**src/rtl/gbfw_pkg.sv**
```systemverilog
// ----------------------------------------------------------------------------
// gbfw_pkg: shared types for the breadth-first graph walker
// Item and result structs, command codes, status codes and walker states.
// ----------------------------------------------------------------------------
package gbfw_pkg;

  localparam int unsigned MaxVerticesDef = 16;
  localparam int unsigned MaxEdgesDef    = 64;
  localparam int unsigned VtxW           = 4;
  localparam int unsigned CountW         = 5;

  typedef enum logic [1:0] {
    KindAddEdge = 2'd0,
    KindStart   = 2'd1,
    KindClear   = 2'd2,
    KindNone    = 2'd3
  } kind_e;

  typedef enum logic [1:0] {
    StatusOk       = 2'd0,
    StatusDropped  = 2'd1,
    StatusBadStart = 2'd2,
    StatusRsvd     = 2'd3
  } status_e;

  typedef struct packed {
    logic [1:0]      kind;
    logic [VtxW-1:0] from_vertex;
    logic [VtxW-1:0] to_vertex;
  } item_t;

  typedef struct packed {
    logic [VtxW-1:0] vertex;
    logic            last;
    logic [1:0]      status;
  } result_t;

  typedef enum logic [2:0] {
    StIdle,
    StPop,
    StHead,
    StEdge,
    StNext,
    StDone
  } walk_state_e;

endpackage

```
**src/rtl/graph_breadth_first_walk.sv**
```systemverilog
// ----------------------------------------------------------------------------
// graph_breadth_first_walk: BFS over an adjacency-list graph
// Front queue of commands feeding a graph store and walk engine.
// ----------------------------------------------------------------------------
// channel   | direction | handshake        | payload
// command   | in        | start / busy     | item_i
// result    | out       | result_valid_o   | result_o
// config    | in        | cfg_we_i         | cfg_data_i (vertex_count)
// A transferred command is registered in the front queue before the engine sees it.
// Add edge, clear and rejected commands execute in the engine's idle state; a walk
// steps through pop and head per vertex dequeued, edge and next per edge, then done.
// The front queue holds two commands, so busy rises only when both wait.
// Reset empties the graph; results cannot be stalled by the receiver.
module graph_breadth_first_walk #(
  parameter int unsigned MaxVertices = gbfw_pkg::MaxVerticesDef,
  parameter int unsigned MaxEdges    = gbfw_pkg::MaxEdgesDef
) (
  input  logic              clk_i,
  input  logic              rst_ni,
  input  logic              start,
  output logic              busy,
  input  gbfw_pkg::item_t   item_i,
  output logic              result_valid_o,
  output gbfw_pkg::result_t result_o,
  input  logic              cfg_we_i,
  input  logic [4:0]        cfg_data_i
);

  logic [4:0]      count_q;
  logic            pop, avail;
  gbfw_pkg::item_t head;

  always_ff @(posedge clk_i or negedge rst_ni) begin
    if (!rst_ni) count_q <= 5'd16;
    else if (cfg_we_i) count_q <= cfg_data_i;
  end

  gbfw_front u_front (
    .clk_i, .rst_ni, .start, .busy, .item_i,
    .pop_i(pop), .avail_o(avail), .head_o(head)
  );

  gbfw_back #(.MaxVertices(MaxVertices), .MaxEdges(MaxEdges)) u_back (
    .clk_i, .rst_ni, .count_i(count_q), .avail_i(avail), .cmd_i(head),
    .pop_o(pop), .res_valid_o(result_valid_o), .res_o(result_o)
  );

endmodule

```
**src/rtl/gbfw_front.sv**
```systemverilog
// ----------------------------------------------------------------------------
// gbfw_front: command front end
// Accepts items, classifies them and holds them in a two-entry queue.
// ----------------------------------------------------------------------------
module gbfw_front (
  input  logic            clk_i,
  input  logic            rst_ni,
  input  logic            start,
  output logic            busy,
  input  gbfw_pkg::item_t item_i,
  input  logic            pop_i,
  output logic            avail_o,
  output gbfw_pkg::item_t head_o
);

  gbfw_pkg::item_t q_mem [2];
  logic            wr_q, rd_q;
  logic [1:0]      cnt_q;
  logic            push;

  assign busy    = (cnt_q == 2'd2);
  assign push    = start && !busy &&
                   (item_i.kind != gbfw_pkg::KindNone);
  assign avail_o = (cnt_q != 2'd0);
  assign head_o  = q_mem[rd_q];

  always_ff @(posedge clk_i) begin
    if (push) q_mem[wr_q] <= item_i;
  end

  always_ff @(posedge clk_i or negedge rst_ni) begin
    if (!rst_ni) begin
      wr_q  <= 1'b0;
      rd_q  <= 1'b0;
      cnt_q <= 2'd0;
    end else begin
      if (push) wr_q <= ~wr_q;
      if (pop_i) rd_q <= ~rd_q;
      cnt_q <= cnt_q + {1'b0, push} - {1'b0, pop_i};
    end
  end

`ifndef SYNTH
  a_no_pop_empty: assert property (@(posedge clk_i) disable iff (!rst_ni)
    pop_i |-> avail_o) else $error("pop from empty queue");
  a_no_push_full: assert property (@(posedge clk_i) disable iff (!rst_ni)
    (cnt_q == 2'd2) |-> !push) else $error("push into full queue");
  a_cnt_range: assert property (@(posedge clk_i) disable iff (!rst_ni)
    cnt_q != 2'd3) else $error("queue count overflow");
`endif

endmodule

```
**src/rtl/gbfw_back.sv**
```systemverilog
// ----------------------------------------------------------------------------
// gbfw_back: graph store and walk engine
// Executes queued commands: edge appends, clears and breadth-first walks.
// ----------------------------------------------------------------------------
module gbfw_back #(
  parameter int unsigned MaxVertices = gbfw_pkg::MaxVerticesDef,
  parameter int unsigned MaxEdges    = gbfw_pkg::MaxEdgesDef
) (
  input  logic                   clk_i,
  input  logic                   rst_ni,
  input  logic [4:0]             count_i,
  input  logic                   avail_i,
  input  gbfw_pkg::item_t        cmd_i,
  output logic                   pop_o,
  output logic                   res_valid_o,
  output gbfw_pkg::result_t      res_o
);

  localparam int unsigned VIdxW = (MaxVertices > 1) ? $clog2(MaxVertices) : 1;
  localparam int unsigned EIdxW = (MaxEdges > 1) ? $clog2(MaxEdges) : 1;
  localparam int unsigned ECntW = $clog2(MaxEdges + 1);
  localparam int unsigned VLim  = (MaxVertices < 16) ? MaxVertices : 16;

  // edge store
  logic [gbfw_pkg::VtxW-1:0] tgt_mem  [MaxEdges];
  logic [EIdxW-1:0]          link_mem [MaxEdges];
  logic                      link_nul [MaxEdges];
  logic [EIdxW-1:0]          head_q   [MaxVertices];
  logic [EIdxW-1:0]          tail_q   [MaxVertices];
  logic [MaxVertices-1:0]    has_q;
  logic [ECntW-1:0]          used_q;
  logic [15:0]               vis_q;
  logic [3:0]                fifo_q   [16];
  logic [4:0]                rp_q, wp_q;
  logic [4:0]                nout_q;

  gbfw_pkg::walk_state_e st_q, st_d;
  logic [EIdxW-1:0] e_q;
  logic [3:0]       w_q;
  logic             wnul_q;
  logic [EIdxW-1:0] wlink_q;
  logic [4:0]       cnt;
  logic [3:0]       u;
  logic [3:0]       pend_v_q;

  assign cnt = (count_i > 5'(VLim)) ? 5'(VLim) : count_i;
  assign u   = fifo_q[rp_q[3:0]];

  // command execution in idle
  logic is_add, is_start, is_clear, add_ok, start_ok;
  logic [VIdxW-1:0] fv;
  assign fv       = VIdxW'(cmd_i.from_vertex);
  assign is_add   = avail_i && st_q == gbfw_pkg::StIdle &&
                    cmd_i.kind == gbfw_pkg::KindAddEdge;
  assign is_start = avail_i && st_q == gbfw_pkg::StIdle &&
                    cmd_i.kind == gbfw_pkg::KindStart;
  assign is_clear = avail_i && st_q == gbfw_pkg::StIdle &&
                    cmd_i.kind == gbfw_pkg::KindClear;
  assign add_ok   = {1'b0, cmd_i.from_vertex} < cnt &&
                    {1'b0, cmd_i.to_vertex} < cnt && used_q < ECntW'(MaxEdges);
  assign start_ok = {1'b0, cmd_i.from_vertex} < cnt;
  assign pop_o    = avail_i && st_q == gbfw_pkg::StIdle;

  logic push_ok;
  assign push_ok = st_q == gbfw_pkg::StEdge && {1'b0, w_q} < cnt &&
                   !vis_q[w_q] && nout_q < 5'd16;

  always_comb begin
    st_d = st_q;
    unique case (st_q)
      gbfw_pkg::StIdle: if (is_start && start_ok) st_d = gbfw_pkg::StPop;
      gbfw_pkg::StPop:  st_d = (rp_q == wp_q) ? gbfw_pkg::StDone
                                              : gbfw_pkg::StHead;
      gbfw_pkg::StHead: st_d = ({1'b0, u} < 5'(VLim) && has_q[VIdxW'(u)])
                               ? gbfw_pkg::StEdge : gbfw_pkg::StPop;
      gbfw_pkg::StEdge: st_d = gbfw_pkg::StNext;
      gbfw_pkg::StNext: st_d = wnul_q ? gbfw_pkg::StPop : gbfw_pkg::StEdge;
      gbfw_pkg::StDone: st_d = gbfw_pkg::StIdle;
      default:          st_d = gbfw_pkg::StIdle;
    endcase
  end

  always_ff @(posedge clk_i) begin
    if (is_add && add_ok) begin
      tgt_mem[EIdxW'(used_q)]  <= cmd_i.to_vertex;
      link_nul[EIdxW'(used_q)] <= 1'b1;
      if (has_q[fv]) begin
        link_mem[tail_q[fv]] <= EIdxW'(used_q);
        link_nul[tail_q[fv]] <= 1'b0;
      end else begin
        head_q[fv] <= EIdxW'(used_q);
      end
      tail_q[fv] <= EIdxW'(used_q);
    end
    if (is_start) fifo_q[0] <= cmd_i.from_vertex;
    if (push_ok) fifo_q[wp_q[3:0]] <= w_q;
    if (st_q == gbfw_pkg::StHead) e_q <= head_q[VIdxW'(u)];
    if (st_q == gbfw_pkg::StNext) e_q <= wlink_q;
    if (st_q == gbfw_pkg::StHead || st_q == gbfw_pkg::StNext) begin
      w_q <= tgt_mem[(st_q == gbfw_pkg::StHead) ? head_q[VIdxW'(u)] : wlink_q];
    end
    if (st_q == gbfw_pkg::StEdge) begin
      wnul_q  <= link_nul[e_q];
      wlink_q <= link_mem[e_q];
    end
    if (st_q == gbfw_pkg::StHead) begin
      wnul_q <= 1'b0;
    end
  end

  // result staging: hold one vertex back so the final one carries last
  always_ff @(posedge clk_i or negedge rst_ni) begin
    if (!rst_ni) begin
      st_q        <= gbfw_pkg::StIdle;
      has_q       <= '0;
      used_q      <= '0;
      vis_q       <= '0;
      rp_q        <= '0;
      wp_q        <= '0;
      nout_q      <= '0;
      pend_v_q    <= '0;
      res_valid_o <= 1'b0;
      res_o       <= '0;
    end else begin
      st_q        <= st_d;
      res_valid_o <= 1'b0;
      if (is_clear) begin
        has_q  <= '0;
        used_q <= '0;
        vis_q  <= '0;
      end
      if (is_add) begin
        if (add_ok) begin
          has_q[fv] <= 1'b1;
          used_q    <= used_q + ECntW'(1);
        end else begin
          res_valid_o <= 1'b1;
          res_o <= '{vertex: '0, last: 1'b1, status: gbfw_pkg::StatusDropped};
        end
      end
      if (is_start) begin
        if (start_ok) begin
          vis_q    <= 16'd1 << cmd_i.from_vertex;
          rp_q     <= 5'd0;
          wp_q     <= 5'd1;
          nout_q   <= 5'd1;
          pend_v_q <= cmd_i.from_vertex;
        end else begin
          res_valid_o <= 1'b1;
          res_o <= '{vertex: '0, last: 1'b1, status: gbfw_pkg::StatusBadStart};
        end
      end
      if (st_q == gbfw_pkg::StHead) rp_q <= rp_q + 5'd1;
      if (push_ok) begin
        vis_q[w_q]  <= 1'b1;
        wp_q        <= wp_q + 5'd1;
        nout_q      <= nout_q + 5'd1;
        pend_v_q    <= w_q;
        res_valid_o <= 1'b1;
        res_o <= '{vertex: pend_v_q, last: 1'b0, status: gbfw_pkg::StatusOk};
      end
      if (st_q == gbfw_pkg::StDone) begin
        res_valid_o <= 1'b1;
        res_o <= '{vertex: pend_v_q, last: 1'b1, status: gbfw_pkg::StatusOk};
      end
    end
  end

`ifndef SYNTH
  a_wp_ge_rp: assert property (@(posedge clk_i) disable iff (!rst_ni)
    st_q != gbfw_pkg::StIdle |-> wp_q >= rp_q) else $error("walk queue underrun");
  a_nout: assert property (@(posedge clk_i) disable iff (!rst_ni)
    nout_q <= 5'd16) else $error("too many results");
  a_done_last: assert property (@(posedge clk_i) disable iff (!rst_ni)
    st_q == gbfw_pkg::StDone |=> res_valid_o && res_o.last)
    else $error("walk ended without last");
`endif

endmodule

```
**config.mk**
```make
export PLATFORM = sky130hd
export DESIGN_NAME = graph_breadth_first_walk
export DESIGN_NICKNAME = d
export VERILOG_FILES = /design/src/rtl/gbfw_pkg.sv /design/src/rtl/graph_breadth_first_walk.sv /design/src/rtl/gbfw_front.sv /design/src/rtl/gbfw_back.sv
export SDC_FILE = /design/constraint.sdc
export NUM_CORES = 1
export LEC_CHECK = 0
export BUFFER_PORTS_ARGS = -buffer_cell sky130_fd_sc_hd__buf_4
export CORE_UTILIZATION = 65
export DETAILED_ROUTE_END_ITERATION = 8
export GPL_TIMING_DRIVEN = 0
export PLACE_DENSITY = 0.81
export SLEW_MARGIN = 10
export SYNTH_ARGS = -nofsm -noshare
export SYNTH_HDL_FRONTEND = slang
export SYNTH_HIERARCHICAL = 1
export SYNTH_SLANG_ARGS = --single-unit
```
**constraint.sdc**
```tcl
create_clock -name clk_i -period 11.2 [get_ports clk_i]
set_clock_uncertainty 0.05 [all_clocks]
set_input_delay 0.56 -clock clk_i [delete_from_list [all_inputs] [get_ports clk_i]]
set_output_delay 0.56 -clock clk_i [all_outputs]
set_load 0.02 [all_outputs]
```
==> flow_metrics.tcl <==
set metrics [dict create \
    synth_cell_type_count 82 \
    finalSetupTns_ps 0 \
    start_util 0.659 \
    end_kind "register" \
    core_um2 66100 \
    hold_ws_ps 6.07 \
    synth-seq-area-share 0.717 \
    grt_overflow 0 \
    timing.rr.end "u_back/link_mem[2][0]" \
    cts_root_buffer "clkbuf_16" \
    fin_nets 2844 \
    wl_per_cell_um 29.8 \
    drtAntennaViolNets 0 \
    slew_viol_final 0 \
    hpwl_mm 72.4 \
    critPathArrivalTime_ps 6770 \
    synth_enable_flop_cells 932 \
    critPathKind "reg2reg" \
    worst_ir_drop_vdd_mv 0.170 \
    numCtsBuffers 103 \
    crit_fanout 10 \
    netlist.area_leader.share 0.642 \
    rr_startpoint "u_front/rd_q" \
    async_reset_ff_frac 0.0726 \
    timing.max_cap.violations 0 \
    max_freq_mhz 153 \
    htreeDepth 3 \
    grt_max_degree 88 \
    dr.pass1.iters 6 \
    cp_data_required_time_ps 11440 \
    synth_area_um2 43600 \
    synthCells 2667 \
    io-pin-count 28 \
    p_total_mw 12.3 \
    worst-r2r-cell-count 11 \
    cts-hold-fix-buffers 0 \
    cellPowerDensity_nw_per_um2 253 \
    final_cell_count_no_fill 3762 \
    die_y_um 261 \
    cts_tree "built" \
    fin_crit_ps 6540 \
    antenna_found_initial 1 \
    yosysTopAreaCell "edfxtp_1" \
    die_w_um 261 \
    syn-num-nets 2701 \
    netlist_top_cells_area "edfxtp_1 (64%), mux4_2 (9.9%), dfrtp_1 (4.4%), dfxtp_1 (3.0%), nand2_1 (2.7%)" \
    r2r_setup_slack_ps 4660 \
    grt_pass1_vias 26035 \
    worstHoldPathType "in2async" \
    synth_area_per_cell_um2 16.3 \
    fin_crit_sh 0.584 \
    drt_iter0_markers 4437 \
    port_buffers 27 \
    worst_pin_slew_ps 1380 \
    cts.path.max_buffers 3 \
    ys_warn_count 6 \
    cts_setup_buffers 0 \
    gp_congestion 0.946 \
    cts.clk_slew.worst_paths_ps 60 \
    drt-total-wl_mm 112 \
    synth-main-ff-cell "edfxtp_1" \
    place_inst 3569 \
    final-setup-viol-count 0 \
    cts_resized 0 \
    worstSetupStartpointType "register" \
    clock_sinks 1075 \
    relSlewSlack 0.0722 \
    fp.dieArea_um2 68100 \
    hold_violations 0 \
    power.leakage_nw 15.9 \
    via_count 26349 \
    synth-seq-cells 1075 \
    drive_gt1_frac 0.172 \
    drc 0 \
    rsz0062_at_grt "false" \
    worstSkewPairLatency_ps 670 \
    status "finished, final reports clean" \
    num_rows 94 \
    grt_pass1_wl_mm 165 \
    grt.total_usage 0.337 \
    area.growth.synth_to_final_pct 11.5 \
    viasPerCell 7.00 \
]
stage by stage:
step / instance area, µm² / setup WS [ps] / util
after global placement: 44900 / 5290 / 0.679
after global routing: 48600 / 4670 / 0.735
final: 48600 / 4660 / 0.735
after detailed placement: 45100 / 5080 / 0.682
after CTS: 48600 / 4960 / 0.735
after floorplan: 43600 / 6900 / -
power breakdown:
part,leakage (nW),internal [mW],total [mW],switching (mW)
Combinational,4.66,1.36,3.90,2.54
Sequential,9.57,4.75,4.87,0.124
Clock,1.68,2.06,3.54,1.48
final cells by class:
type	instances	area, µm²
Clock buffer	138	2890
Fill cell	3743	17500
Multi-Input combinational cell	1419	11600
Sequential cell	1075	31300
Clock inverter	54	572
Tap cell	864	1080
Buffer	146	679
Antenna cell	1	2.50
Inverter	27	101
Timing Repair Buffer	38	393
metal layers:
layer	part of all wire	routed length, µm	vias to the layer above	global-route usage
met4	0.048	5410	0	0.150
met3	0.12	14000	375	0.0772
met2	0.46	52100	2036	0.517
met1	0.36	40600	13249	0.471
li1	-	-	10689	-
met5	0	0	-	0
cell usage after synthesis (15+ instances only):
cell type and instances:
dfrtp_1 77, nand4_1 17, nor2_1 267, nand2_1 314, mux2_2 31, edfxtp_1 932
ha_1 15, inv_1 27, nor3_1 26, buf_2 32, nand3_1 79, nand2b_1 15
a32oi_1 34, o22a_1 24, a21boi_0 16, nand3b_1 15, o21ai_0 49, a31oi_1 30
and2_1 21, mux2i_1 74, mux4_2 192, buf_1 30, clkbuf_1 67, dfxtp_1 65
state kept, by name, summed over array words and instances, names as in the netlist, 7 cells and up:
name and cells:
u_back/link_mem 384, u_back/tail_q 96, u_back/used_q 7, u_back/link_nul 64
u_back/vis_q 16, u_back/head_q 96, u_back/tgt_mem 256, u_back/has_q 16
u_back/res_o 7, u_front/q_mem 20, u_back/fifo_q 64
logic make-up (layout without fill, tap and decap cells):
family,count (synthesis),after routing,synth area share
buffers and inverters,173,403,0.0179
other,0,1,0
xor gates and xnor gates,12,12,0.00241
AOI/OAI and AO/OA,264,264,0.0444
muxes,308,308,0.130
adders and majority gates,15,15,0.00431
DFF,1075,1075,0.717
and+or+nand+nor,820,820,0.0837
worst max-delay path by stage:
stage                            start  slack, ps                endpoint  cells after the start
after detailed placement  u_front/rd_q       5080   u_back/link_mem[2][5]                     11
after CTS                 u_front/rd_q       4960   u_back/link_mem[2][0]                     11
after floorplan           u_front/rd_q       6900  u_back/link_mem[60][0]                     12
final                     u_front/rd_q       4660   u_back/link_mem[2][0]                     11
after global placement    u_front/rd_q       5290  u_back/link_mem[53][1]                     10
after global routing      u_front/rd_q       4670  u_back/link_mem[58][1]                     11
cells in the final DEF, fill, tap and decap left out, types with 16 or more instances in the layout:
cell type  synthesis  routed
o21ai_0           49      49
nand2_1          314     314
clkbuf_1          67      90
dfrtp_1           77      71
buf_2             32      33
buf_1             30      30
a31oi_1           30      30
mux2_2            31      28
dfxtp_1           65      65
inv_1             27      27
nor2_1           267     267
clkinv_2           0      21
mux4_2           192     192
nor3_1            26      26
clkbuf_16          0     108
nand4_1           17      17
edfxtp_1         932     932
mux2i_1           74      74
buf_4              9      39
a21boi_0          16      16
a32oi_1           34      34
nand3_1           79      79
o22a_1            24      24
and2_1            21      21
critical path: stages, from the launching register on:
cell	delay (ps)
dfrtp_1	400
buf_6	160
mux2_2	360
buf_1	560
clkbuf_1	700
clkbuf_1	690
mux4_2	460
mux4_2	510
clkbuf_1	230
nor3_1	480
nand2_1	630
nor2_1	910
No activity file was read; power rests on OpenSTA's default activity.
